**src/sv/hta_pkg.sv**
```systemverilog
// Shared constants, types and a helper function for the handle table allocator.
// No dependencies; every other file refers to this package by scoped names.
package hta_pkg;

  // Table geometry
  localparam int unsigned TABLE_ENTRIES = 64;
  localparam int unsigned HANDLE_STRIDE = 8;

  // Field widths
  localparam int unsigned MODE_W = 2;
  localparam int unsigned STAT_W = 2;
  localparam int unsigned DATA_W = 32;
  localparam int unsigned HOUT_W = 10;

  // Derived widths
  localparam int unsigned IDX_W      = (TABLE_ENTRIES > 1) ? $clog2(TABLE_ENTRIES) : 1;
  localparam int unsigned MAX_HANDLE = TABLE_ENTRIES * HANDLE_STRIDE;
  localparam int unsigned HCHK_W     = $clog2(MAX_HANDLE + 1);
  localparam int unsigned Q_W        = $clog2(TABLE_ENTRIES + 1);

  // Division by the stride as a multiply by a rounded-up reciprocal.
  // The extra five fraction bits keep the quotient exact for strides up to 16.
  localparam int unsigned RECIP_SH = HCHK_W + 5;
  localparam int unsigned RECIP_W  = RECIP_SH + 1;
  localparam int unsigned RECIP    = ((1 << RECIP_SH) + HANDLE_STRIDE - 1) / HANDLE_STRIDE;
  localparam int unsigned PROD_W   = HCHK_W + RECIP_W;

  // Width for checking quotient * stride against the handle
  localparam int unsigned CMP_W = (Q_W + 5 > HCHK_W) ? Q_W + 5 : HCHK_W;
  // Width for building an allocated handle
  localparam int unsigned HW_W  = (IDX_W + 6 > HOUT_W) ? IDX_W + 6 : HOUT_W;

  // Operation codes
  localparam logic [MODE_W-1:0] MODE_ALLOC  = 2'd0;
  localparam logic [MODE_W-1:0] MODE_FREE   = 2'd1;
  localparam logic [MODE_W-1:0] MODE_LOOKUP = 2'd2;

  // Status codes
  localparam logic [STAT_W-1:0] ST_OK         = 2'd0;
  localparam logic [STAT_W-1:0] ST_BAD_HANDLE = 2'd1;
  localparam logic [STAT_W-1:0] ST_FULL       = 2'd2;

  typedef logic [IDX_W-1:0] idx_t;

  typedef struct packed {
    logic [DATA_W-1:0] obj;
    logic [DATA_W-1:0] acc;
  } entry_t;

  // Update to the in-use map
  typedef struct packed {
    logic set;
    logic clr;
    idx_t idx;
  } map_upd_t;

  // Free-entry search result
  typedef struct packed {
    logic any_free;
    idx_t first;
  } map_stat_t;

  // Handle for an entry: (index + 1) * stride, cut to the output field
  function automatic logic [HOUT_W-1:0] handle_of(input idx_t idx);
    logic [HW_W-1:0] hw;
    hw = (HW_W'(idx) + HW_W'(1)) * HW_W'(HANDLE_STRIDE);
    return hw[HOUT_W-1:0];
  endfunction

endpackage

```
**src/sv/hta_req_if.sv**
```systemverilog
// Request channel: valid/ready handshake carrying one table operation.
// Depends on hta_pkg for field widths.
interface hta_req_if;
  logic                          valid;
  logic                          ready;
  logic [hta_pkg::MODE_W-1:0]    mode;
  logic [hta_pkg::DATA_W-1:0]    handle_in;
  logic [hta_pkg::DATA_W-1:0]    object_ref;
  logic [hta_pkg::DATA_W-1:0]    grant_mask;

  modport source (output valid, mode, handle_in, object_ref, grant_mask, input ready);
  modport sink   (input valid, mode, handle_in, object_ref, grant_mask, output ready);
endinterface

```
**src/sv/hta_rsp_if.sv**
```systemverilog
// Response channel: valid/ready handshake carrying one operation result.
// Depends on hta_pkg for field widths.
interface hta_rsp_if;
  logic                          valid;
  logic                          ready;
  logic [hta_pkg::STAT_W-1:0]    status;
  logic [hta_pkg::HOUT_W-1:0]    handle_out;
  logic [hta_pkg::DATA_W-1:0]    object_out;
  logic [hta_pkg::DATA_W-1:0]    access_out;

  modport source (output valid, status, handle_out, object_out, access_out, input ready);
  modport sink   (input valid, status, handle_out, object_out, access_out, output ready);
endinterface

```
**src/sv/hta_store.sv**
```systemverilog
// Entry storage: one synchronous RAM of object/access pairs, one write and
// one registered read port. Depends on hta_pkg.
module hta_store (
  input  logic            clk,
  input  logic            wr_en,
  input  hta_pkg::idx_t   wr_idx,
  input  hta_pkg::entry_t wr_data,
  input  logic            rd_en,
  input  hta_pkg::idx_t   rd_idx,
  output hta_pkg::entry_t rd_data
);

  hta_pkg::entry_t mem [hta_pkg::TABLE_ENTRIES];
  hta_pkg::entry_t rd_data_r;

  always_ff @(posedge clk) begin
    if (wr_en) begin
      mem[wr_idx] <= wr_data;
    end
    if (rd_en) begin
      rd_data_r <= mem[rd_idx];
    end
  end

  assign rd_data = rd_data_r;

endmodule

```
**src/sv/hta_map.sv**
```systemverilog
// In-use map: one flop per entry, cleared at reset, with a priority search
// for the lowest free entry. Depends on hta_pkg.
module hta_map (
  input  logic               clk,
  input  logic               rst_n,
  input  hta_pkg::map_upd_t  upd,
  input  hta_pkg::idx_t      chk_idx,
  output logic               chk_used,
  output hta_pkg::map_stat_t stat
);

  logic [hta_pkg::TABLE_ENTRIES-1:0] used_r;

  always_ff @(posedge clk) begin
    if (!rst_n) begin
      used_r <= '0;
    end else if (upd.set) begin
      used_r[upd.idx] <= 1'b1;
    end else if (upd.clr) begin
      used_r[upd.idx] <= 1'b0;
    end
  end

  assign chk_used = used_r[chk_idx];

  // lowest free entry wins
  always_comb begin
    stat = '0;
    for (int i = hta_pkg::TABLE_ENTRIES - 1; i >= 0; i--) begin
      if (!used_r[i]) begin
        stat.any_free = 1'b1;
        stat.first    = hta_pkg::IDX_W'(i);
      end
    end
  end

endmodule

```
**src/sv/handle_table_allocator.sv**
```systemverilog
// Handle table allocator top level: decode, execute, entry read and result register.
// A request is taken only in idle, once the last one has passed decode, execute and (for a
// look up) the entry RAM read; a waiting result stalls execute and read.
// Reset (rst_n, synchronous, active low) clears the in-use map, so every entry is free
// at once; the entry RAM itself needs no clearing pass.
module handle_table_allocator (
  input  logic              clk,
  input  logic              rst_n,
  hta_req_if.sink           in_ch,
  hta_rsp_if.source         out_ch
);

  // One-hot sequencer states
  typedef enum logic [2:0] {
    S_IDLE = 3'b001,
    S_EXEC = 3'b010,
    S_READ = 3'b100
  } state_t;

  state_t state_r, state_nxt;

  // Request held for execute
  logic [hta_pkg::MODE_W-1:0] mode_r;
  logic [hta_pkg::DATA_W-1:0] obj_r;
  logic [hta_pkg::DATA_W-1:0] acc_r;
  logic [hta_pkg::HCHK_W-1:0] hchk_r;
  logic                       inrange_r;
  logic [hta_pkg::Q_W-1:0]    q_r;

  // Result register
  logic                       out_valid_r, out_valid_nxt;
  logic [hta_pkg::STAT_W-1:0] status_r, status_nxt;
  logic [hta_pkg::HOUT_W-1:0] hout_r, hout_nxt;
  logic [hta_pkg::DATA_W-1:0] oout_r, oout_nxt;
  logic [hta_pkg::DATA_W-1:0] aout_r, aout_nxt;
  logic                       load;

  // Decode-side signals
  logic                       in_fire;
  logic [hta_pkg::PROD_W-1:0] prod;
  logic [hta_pkg::HCHK_W-1:0] hchk;
  logic                       inrange;

  // Execute-side signals
  logic                       out_free;
  logic                       exec_go;
  logic                       read_go;
  logic [hta_pkg::CMP_W-1:0]  qs;
  logic                       well_formed;
  hta_pkg::idx_t              slot;
  logic                       slot_used;
  hta_pkg::map_upd_t          map_upd;
  hta_pkg::map_stat_t         map_stat;
  logic                       wr_en;
  logic                       rd_en;
  hta_pkg::entry_t            wr_data;
  hta_pkg::entry_t            rd_data;

  // Take a request only between operations
  assign in_ch.ready = (state_r == S_IDLE);
  assign in_fire     = in_ch.valid && in_ch.ready;

  // Range check and quotient by reciprocal multiply; the remainder check
  // follows in execute
  assign hchk    = in_ch.handle_in[hta_pkg::HCHK_W-1:0];
  assign inrange = (in_ch.handle_in != '0) &&
                   (in_ch.handle_in <= hta_pkg::DATA_W'(hta_pkg::MAX_HANDLE));
  assign prod    = hta_pkg::PROD_W'(hchk) * hta_pkg::PROD_W'(hta_pkg::RECIP);

  always_ff @(posedge clk) begin
    if (in_fire) begin
      mode_r    <= in_ch.mode;
      obj_r     <= in_ch.object_ref;
      acc_r     <= in_ch.grant_mask;
      hchk_r    <= hchk;
      inrange_r <= inrange;
      q_r       <= prod[hta_pkg::RECIP_SH +: hta_pkg::Q_W];
    end
  end

  // A handle is well formed when it is in range and an exact multiple of the stride
  assign qs          = hta_pkg::CMP_W'(q_r) * hta_pkg::CMP_W'(hta_pkg::HANDLE_STRIDE);
  assign well_formed = inrange_r && (q_r != '0) && (qs == hta_pkg::CMP_W'(hchk_r));
  assign slot        = hta_pkg::IDX_W'(q_r - hta_pkg::Q_W'(1));

  // Hold execute and read while an untaken result occupies the output register
  assign out_free = !out_valid_r || out_ch.ready;
  assign exec_go  = (state_r == S_EXEC) && out_free;
  assign read_go  = (state_r == S_READ) && out_free;

  hta_map u_map (
    .clk      (clk),
    .rst_n    (rst_n),
    .upd      (map_upd),
    .chk_idx  (slot),
    .chk_used (slot_used),
    .stat     (map_stat)
  );

  hta_store u_store (
    .clk     (clk),
    .wr_en   (wr_en),
    .wr_idx  (map_stat.first),
    .wr_data (wr_data),
    .rd_en   (rd_en),
    .rd_idx  (slot),
    .rd_data (rd_data)
  );

  assign wr_data = '{obj: obj_r, acc: acc_r};

  // Execute the operation and form the result
  always_comb begin
    state_nxt  = state_r;
    map_upd    = '0;
    wr_en      = 1'b0;
    rd_en      = 1'b0;
    load       = 1'b0;
    status_nxt = hta_pkg::ST_BAD_HANDLE;
    hout_nxt   = '0;
    oout_nxt   = '0;
    aout_nxt   = '0;

    unique case (state_r)
      S_IDLE: begin
        if (in_fire) begin
          state_nxt = S_EXEC;
        end
      end

      S_EXEC: begin
        if (exec_go) begin
          state_nxt = S_IDLE;
          load      = 1'b1;
          case (mode_r)
            hta_pkg::MODE_ALLOC: begin
              if (map_stat.any_free) begin
                // an object of zero is stored but leaves the entry free
                wr_en       = 1'b1;
                map_upd.set = (obj_r != '0);
                map_upd.idx = map_stat.first;
                status_nxt  = hta_pkg::ST_OK;
                hout_nxt    = hta_pkg::handle_of(map_stat.first);
              end else begin
                status_nxt  = hta_pkg::ST_FULL;
              end
            end
            hta_pkg::MODE_FREE: begin
              if (well_formed && slot_used) begin
                map_upd.clr = 1'b1;
                map_upd.idx = slot;
                status_nxt  = hta_pkg::ST_OK;
              end
            end
            hta_pkg::MODE_LOOKUP: begin
              if (well_formed && slot_used) begin
                // fetch the entry; the result loads from the read data
                rd_en     = 1'b1;
                load      = 1'b0;
                state_nxt = S_READ;
              end
            end
            default: begin
              status_nxt = hta_pkg::ST_BAD_HANDLE;
            end
          endcase
        end
      end

      S_READ: begin
        if (read_go) begin
          state_nxt  = S_IDLE;
          load       = 1'b1;
          status_nxt = hta_pkg::ST_OK;
          oout_nxt   = rd_data.obj;
          aout_nxt   = rd_data.acc;
        end
      end

      default: begin
        state_nxt = S_IDLE;
      end
    endcase
  end

  // Result register: load on execute or read, drop on the output transfer
  always_comb begin
    out_valid_nxt = out_valid_r;
    if (load) begin
      out_valid_nxt = 1'b1;
    end else if (out_ch.ready) begin
      out_valid_nxt = 1'b0;
    end
  end

  always_ff @(posedge clk) begin
    if (!rst_n) begin
      state_r     <= S_IDLE;
      out_valid_r <= 1'b0;
    end else begin
      state_r     <= state_nxt;
      out_valid_r <= out_valid_nxt;
    end
  end

  always_ff @(posedge clk) begin
    if (load) begin
      status_r <= status_nxt;
      hout_r   <= hout_nxt;
      oout_r   <= oout_nxt;
      aout_r   <= aout_nxt;
    end
  end

  assign out_ch.valid      = out_valid_r;
  assign out_ch.status     = status_r;
  assign out_ch.handle_out = hout_r;
  assign out_ch.object_out = oout_r;
  assign out_ch.access_out = aout_r;

endmodule

```
**src/flat_wrapper.sv**
```systemverilog
// flat-port wrapper written by rule: the top's interface ports become plain ports
module handle_table_allocator_flat 
  (clk, rst_n, in_ch_valid, in_ch_mode, in_ch_handle_in, in_ch_object_ref, in_ch_grant_mask, in_ch_ready, out_ch_valid, out_ch_status, out_ch_handle_out, out_ch_object_out, out_ch_access_out, out_ch_ready);
  hta_req_if in_ch_i ();
  hta_rsp_if out_ch_i ();
  input  logic clk;
  input  logic rst_n;
  input wire logic [$bits(in_ch_i.valid)-1:0] in_ch_valid;
  input wire logic [$bits(in_ch_i.mode)-1:0] in_ch_mode;
  input wire logic [$bits(in_ch_i.handle_in)-1:0] in_ch_handle_in;
  input wire logic [$bits(in_ch_i.object_ref)-1:0] in_ch_object_ref;
  input wire logic [$bits(in_ch_i.grant_mask)-1:0] in_ch_grant_mask;
  output wire logic [$bits(in_ch_i.ready)-1:0] in_ch_ready;
  output wire logic [$bits(out_ch_i.valid)-1:0] out_ch_valid;
  output wire logic [$bits(out_ch_i.status)-1:0] out_ch_status;
  output wire logic [$bits(out_ch_i.handle_out)-1:0] out_ch_handle_out;
  output wire logic [$bits(out_ch_i.object_out)-1:0] out_ch_object_out;
  output wire logic [$bits(out_ch_i.access_out)-1:0] out_ch_access_out;
  input wire logic [$bits(out_ch_i.ready)-1:0] out_ch_ready;
  assign in_ch_i.valid = in_ch_valid;
  assign in_ch_i.mode = in_ch_mode;
  assign in_ch_i.handle_in = in_ch_handle_in;
  assign in_ch_i.object_ref = in_ch_object_ref;
  assign in_ch_i.grant_mask = in_ch_grant_mask;
  assign in_ch_ready = in_ch_i.ready;
  assign out_ch_valid = out_ch_i.valid;
  assign out_ch_status = out_ch_i.status;
  assign out_ch_handle_out = out_ch_i.handle_out;
  assign out_ch_object_out = out_ch_i.object_out;
  assign out_ch_access_out = out_ch_i.access_out;
  assign out_ch_i.ready = out_ch_ready;
  handle_table_allocator u_core (.clk(clk), .rst_n(rst_n), .in_ch(in_ch_i), .out_ch(out_ch_i));
endmodule
```
**config.mk**
```make
export PLATFORM = sky130hd
export DESIGN_NAME = handle_table_allocator_flat
export DESIGN_NICKNAME = d
export VERILOG_FILES = /design/src/sv/hta_pkg.sv /design/src/sv/hta_req_if.sv /design/src/sv/hta_rsp_if.sv /design/src/sv/hta_store.sv /design/src/sv/hta_map.sv /design/src/sv/handle_table_allocator.sv /design/src/flat_wrapper.sv
export SDC_FILE = /design/constraint.sdc
export NUM_CORES = 2
export LEC_CHECK = 0
export BUFFER_PORTS_ARGS = -buffer_cell sky130_fd_sc_hd__clkbuf_2
export CAP_MARGIN = 20
export CORE_MARGIN = 2
export CORE_UTILIZATION = 65
export DETAILED_ROUTE_END_ITERATION = 12
export PLACE_DENSITY_LB_ADDON = 0.08
export SKIP_LAST_GASP = 1
export SLEW_MARGIN = 5
export SYNTH_ARGS = -nofsm -noshare
export SYNTH_HDL_FRONTEND = slang
export SYNTH_SLANG_ARGS = --single-unit
```
**constraint.sdc**
```tcl
create_clock -name clk -period 15.35 [get_ports clk]
set_clock_uncertainty 0.15 [all_clocks]
set_input_delay 2.3025 -clock clk [delete_from_list [all_inputs] [get_ports clk]]
set_output_delay 2.3025 -clock clk [all_outputs]
set_load 0.01 [all_outputs]
```
==> key figures <==
Worst setup path
  • WP data required: 15950 ps
  • R2R Path End: u_core.u_store.rd_data[11]$_DFFE_PP_
  • CP Launch Type: flop
  • Crit path max fanout: 119
  • CP dominant cell by count: buf_4
  • Arrival @ worst endpoint: 8230 ps
  • Worst R2R Start: u_core.hchk_r[3]$_DFFE_PP_
  • Critical path's slowest cell: buf_4
  • Flop2flop setup slack: about 7700 ps
  • Crit path largest cell delay: about 900 ps
  • Crit. End Element: flop
  • Worst setup path class: flop to flop
  • CP cell instances: buf_12 > inv_2 > ha_4 > buf_4 > buf_4 > buf_4 > buf_4 > mux4_2 > mux4_2 > mux4_2
  • R2r worst-path depth: 10

Pwr
  • Sw power: 5233 µW
  • Pleak: 0.05785 µW
  • Clock power frac: 40.9%
  • Comb power frac: 6.2%
  • Sequential share of power: 52.9%
  • Pwr dens: 133.5 nW/µm²
  • Internal power: 19690 µW
  • Switching Share: 20.99%
  • Worst VDD drop: about 0.15 mV

Clocking
  • CTS Root Buffer Type: clkbuf_16
  • Post-CTS Repair Setup Buffers: 0
  • Worst-skew pair later-pin latency: 1010 ps
  • Worst-path clk slew: 60 ps
  • Post-CTS sizing: 0
  • Max clock buf depth: 4
  • TritonCTS clock tree: done
  • H-tree depth: 5
  • Hold_buf cts: 0
  • CTS Buf Count: 433
  • Total clock sinks: 4378

Place
  • Post-DP HPWL: 217.3 mm
  • Place WS: 7666 ps
  • Placed Cells: 10.20k
  • Placer Congestion: between 0.8 and 0.9
  • Port bufs: 176

Drt
  • Detailed Routing Iterations Pass 1: 6
  • Starting DRT DRC Count: 11.56k
  • Total detailed-routing wirelength: 421.5 mm
  • Wire length on met2: 203.2 mm
  • Via Count: 79.32k
  • Met3 Wirelength: 51.83 mm
  • DRC violations left: 0
  • Antenna-violating nets left: 0
  • Top sig layer: met5
  • M1 wire length: approximately 160 mm
  • DR WL/cell: 38.36 µm
  • Via/cell ratio: 7.220

GRT
  • Largest net degree at the start of global routing: 153
  • Total track usage: between 30% and 40%
  • Total gr overflow: 0
  • Global-route wire length before repair: 594.6 mm
  • Initial antenna violation count: 23
  • Vias in the first global route: ~78k

Synthesis
  • Syn. warnings: 0
  • Top area cells in the synthesized netlist: edfxtp_1 78%, mux4_2 18%, dfxtp_1 0.82%
  • Mapped Cells: 6744
  • Yosys cell types: 74
  • Async SR Flop Fraction: 0%
  • Avg Cell Area, Syn: between 20 and 25 µm²
  • Flops & latches, synth: 4378
  • Yosys top cell by area: edfxtp_1
  • Count leader, synth: edfxtp_1
  • Main flop type after synthesis: edfxtp_1
  • Mapped Area: 166700 µm²
  • Most frequent cells after synthesis: 4310 x edfxtp_1, 1360 x mux4_2, 246 x clkbuf_1
  • Register area share after synthesis: between 70% and 80%
  • Synth top area share: 77.62%
  • Post-synth EDFFs: 4310

Run
  • Max-Cap Viols: 0

Hold path
  • Hold path startpoint: u_core.acc_r[8]$_DFFE_PP_
  • Hold Crit Class: flop to flop
  • Hold Crit Endpoint: u_core.u_store.mem[27][8]$_DFFE_PP_
  • Hold Path Depth: 0

Timing
  • Final Slew Violations: 0
  • Worst setup margin: between 7000 and 8000 ps
  • Setup TNS: 0 ps
  • Hold Vio Cnt, Final: 0
  • FMAX: about 0.13 GHz
  • Worst-Margin Slew: 1202 ps
  • Final Critical Period: 7635 ps
  • Relative slew slack: 19.89%
  • RSZ-0062 raised after global routing: false
  • Tcrit/Tclk final: 49.74%
  • Final-report setup violation count: 0

Die
  • Core area: 254600 µm²
  • # rows: roughly 190
  • Ports: 180
  • Die area: 260600 µm²
  • Die width: ~500 µm
  • Initial core utilization: about two thirds
  • Die height: between 500 and 600 µm

Final layout
  • Post-layout nets: 7378
  • Reg area: 130800 µm²
  • Area Growth Syn to Fin: 11.96%
  • Share of cells above drive strength 1: 32.75%
  • Area of the multi-input gates: 35110 µm²
  • Post-Layout Cell Count: roughly 11k
  • Filler instances: between 10k and 15k

Status
  • Status: complete, no violations
[state kept, by name, summed over array words and instances, names as in the netlist, named ones only]
register,cells
u_core.u_store.rd_data,64
u_core.u_store.mem,4096
u_core.acc_r,32
u_core.inrange_r,1
u_core.obj_r,32
u_core.mode_r,2
u_core.out_ch.access_out,32
u_core.out_ch.handle_out,7
u_core.out_ch.valid,1
u_core.state_r,3
u_core.out_ch.status,2
u_core.hchk_r,10
u_core.out_ch.object_out,32
[cells by family (layout without fill, tap and decap cells)]
logic type	Yosys count	in the layout	synth area share [%]
DFF	4378	4378	78.43
muxes	1420	1420	18.73
and+or+nand+nor	450	450	1.381
buffers and inverters	360	1227	0.8502
AOI/OAI and AO/OA	124	124	0.5373
xor gates and xnor gates	9	9	0.05178
adders and majority gates	2	2	0.01500
other	1	10	0.002249
[worst max path at each step]
stage | to | from
detailed placement | u_core.u_store.rd_data[11]$_DFFE_PP_ | u_core.hchk_r[3]$_DFFE_PP_
global placement | u_core.u_store.rd_data[11]$_DFFE_PP_ | u_core.hchk_r[3]$_DFFE_PP_
finish | u_core.u_store.rd_data[11]$_DFFE_PP_ | u_core.hchk_r[3]$_DFFE_PP_
global route | u_core.u_store.rd_data[11]$_DFFE_PP_ | u_core.hchk_r[3]$_DFFE_PP_
floorplan | u_core.out_ch.access_out[0]$_SDFFCE_PN0P_ | u_core.hchk_r[3]$_DFFE_PP_
CTS | u_core.u_store.rd_data[11]$_DFFE_PP_ | u_core.hchk_r[3]$_DFFE_PP_
[power by group through the flow]
stage / clock [µW] / combinational [µW] / sequential, µW
after CTS: 10300 / 1550 / 13200
after global placement: 0 / 1510 / 13400
after floorplan: 0 / 947 / 13500
after detailed placement: 0 / 1530 / 13400
after global routing: 10700 / 1630 / 13200
final: 10200 / 1540 / 13200
[area by class of cell]
type	instances	share of cell area [%]
Antenna cell	7	0.009383
Clock buffer	529	6.087
Clock inverter	245	1.150
Inverter	11	0.02212
Multi-Input combinational cell	2008	18.81
Sequential cell	4378	70.05
Tap cell	3366	2.256
Timing Repair Buffer	442	1.614
[routing by layer]
metal  vias up  GRT usage [%]
met1     42840          48.91
met2      5391          50.82
met5         -              0
met4        14          7.906
li1      30380              -
met3       688          8.583
[cells in the final DEF, fill, tap and decap left out, types with 25 or more instances in the layout]
cell type,count
nand4_1,26
dfxtp_1,68
edfxtp_1,4310
clkbuf_2,177
mux2i_1,60
clkinv_1,92
clkbuf_16,439
mux4_2,1360
buf_4,252
clkinvlp_4,25
clkinv_2,81
nor2_4,65
nand3_1,30
bufinv_16,35
nor2_1,27
clkbuf_1,86
and2_1,67
nand2_1,121
[through the flow]
step	total power (µW)	utilization [%]	cell area, µm²	hold slack [ps]
after global placement	14950	67.96	173000	283.8
after CTS	25030	73.28	186600	335.0
final	24930	73.32	186700	326.1
after floorplan	14500	-	166800	319.3
after global routing	25550	73.32	186700	339.0
after detailed placement	14980	67.98	173100	306.6
[critical path: cells and delay by family, from the launching register on]
family / cells / cell delay (ps)
flip-flops: 1 / 370
adder cells (fa/ha/maj): 1 / 810
multiplexers: 3 / 1450
buffers and inverters: 6 / 4150
(Power assumes the default switching activity.)
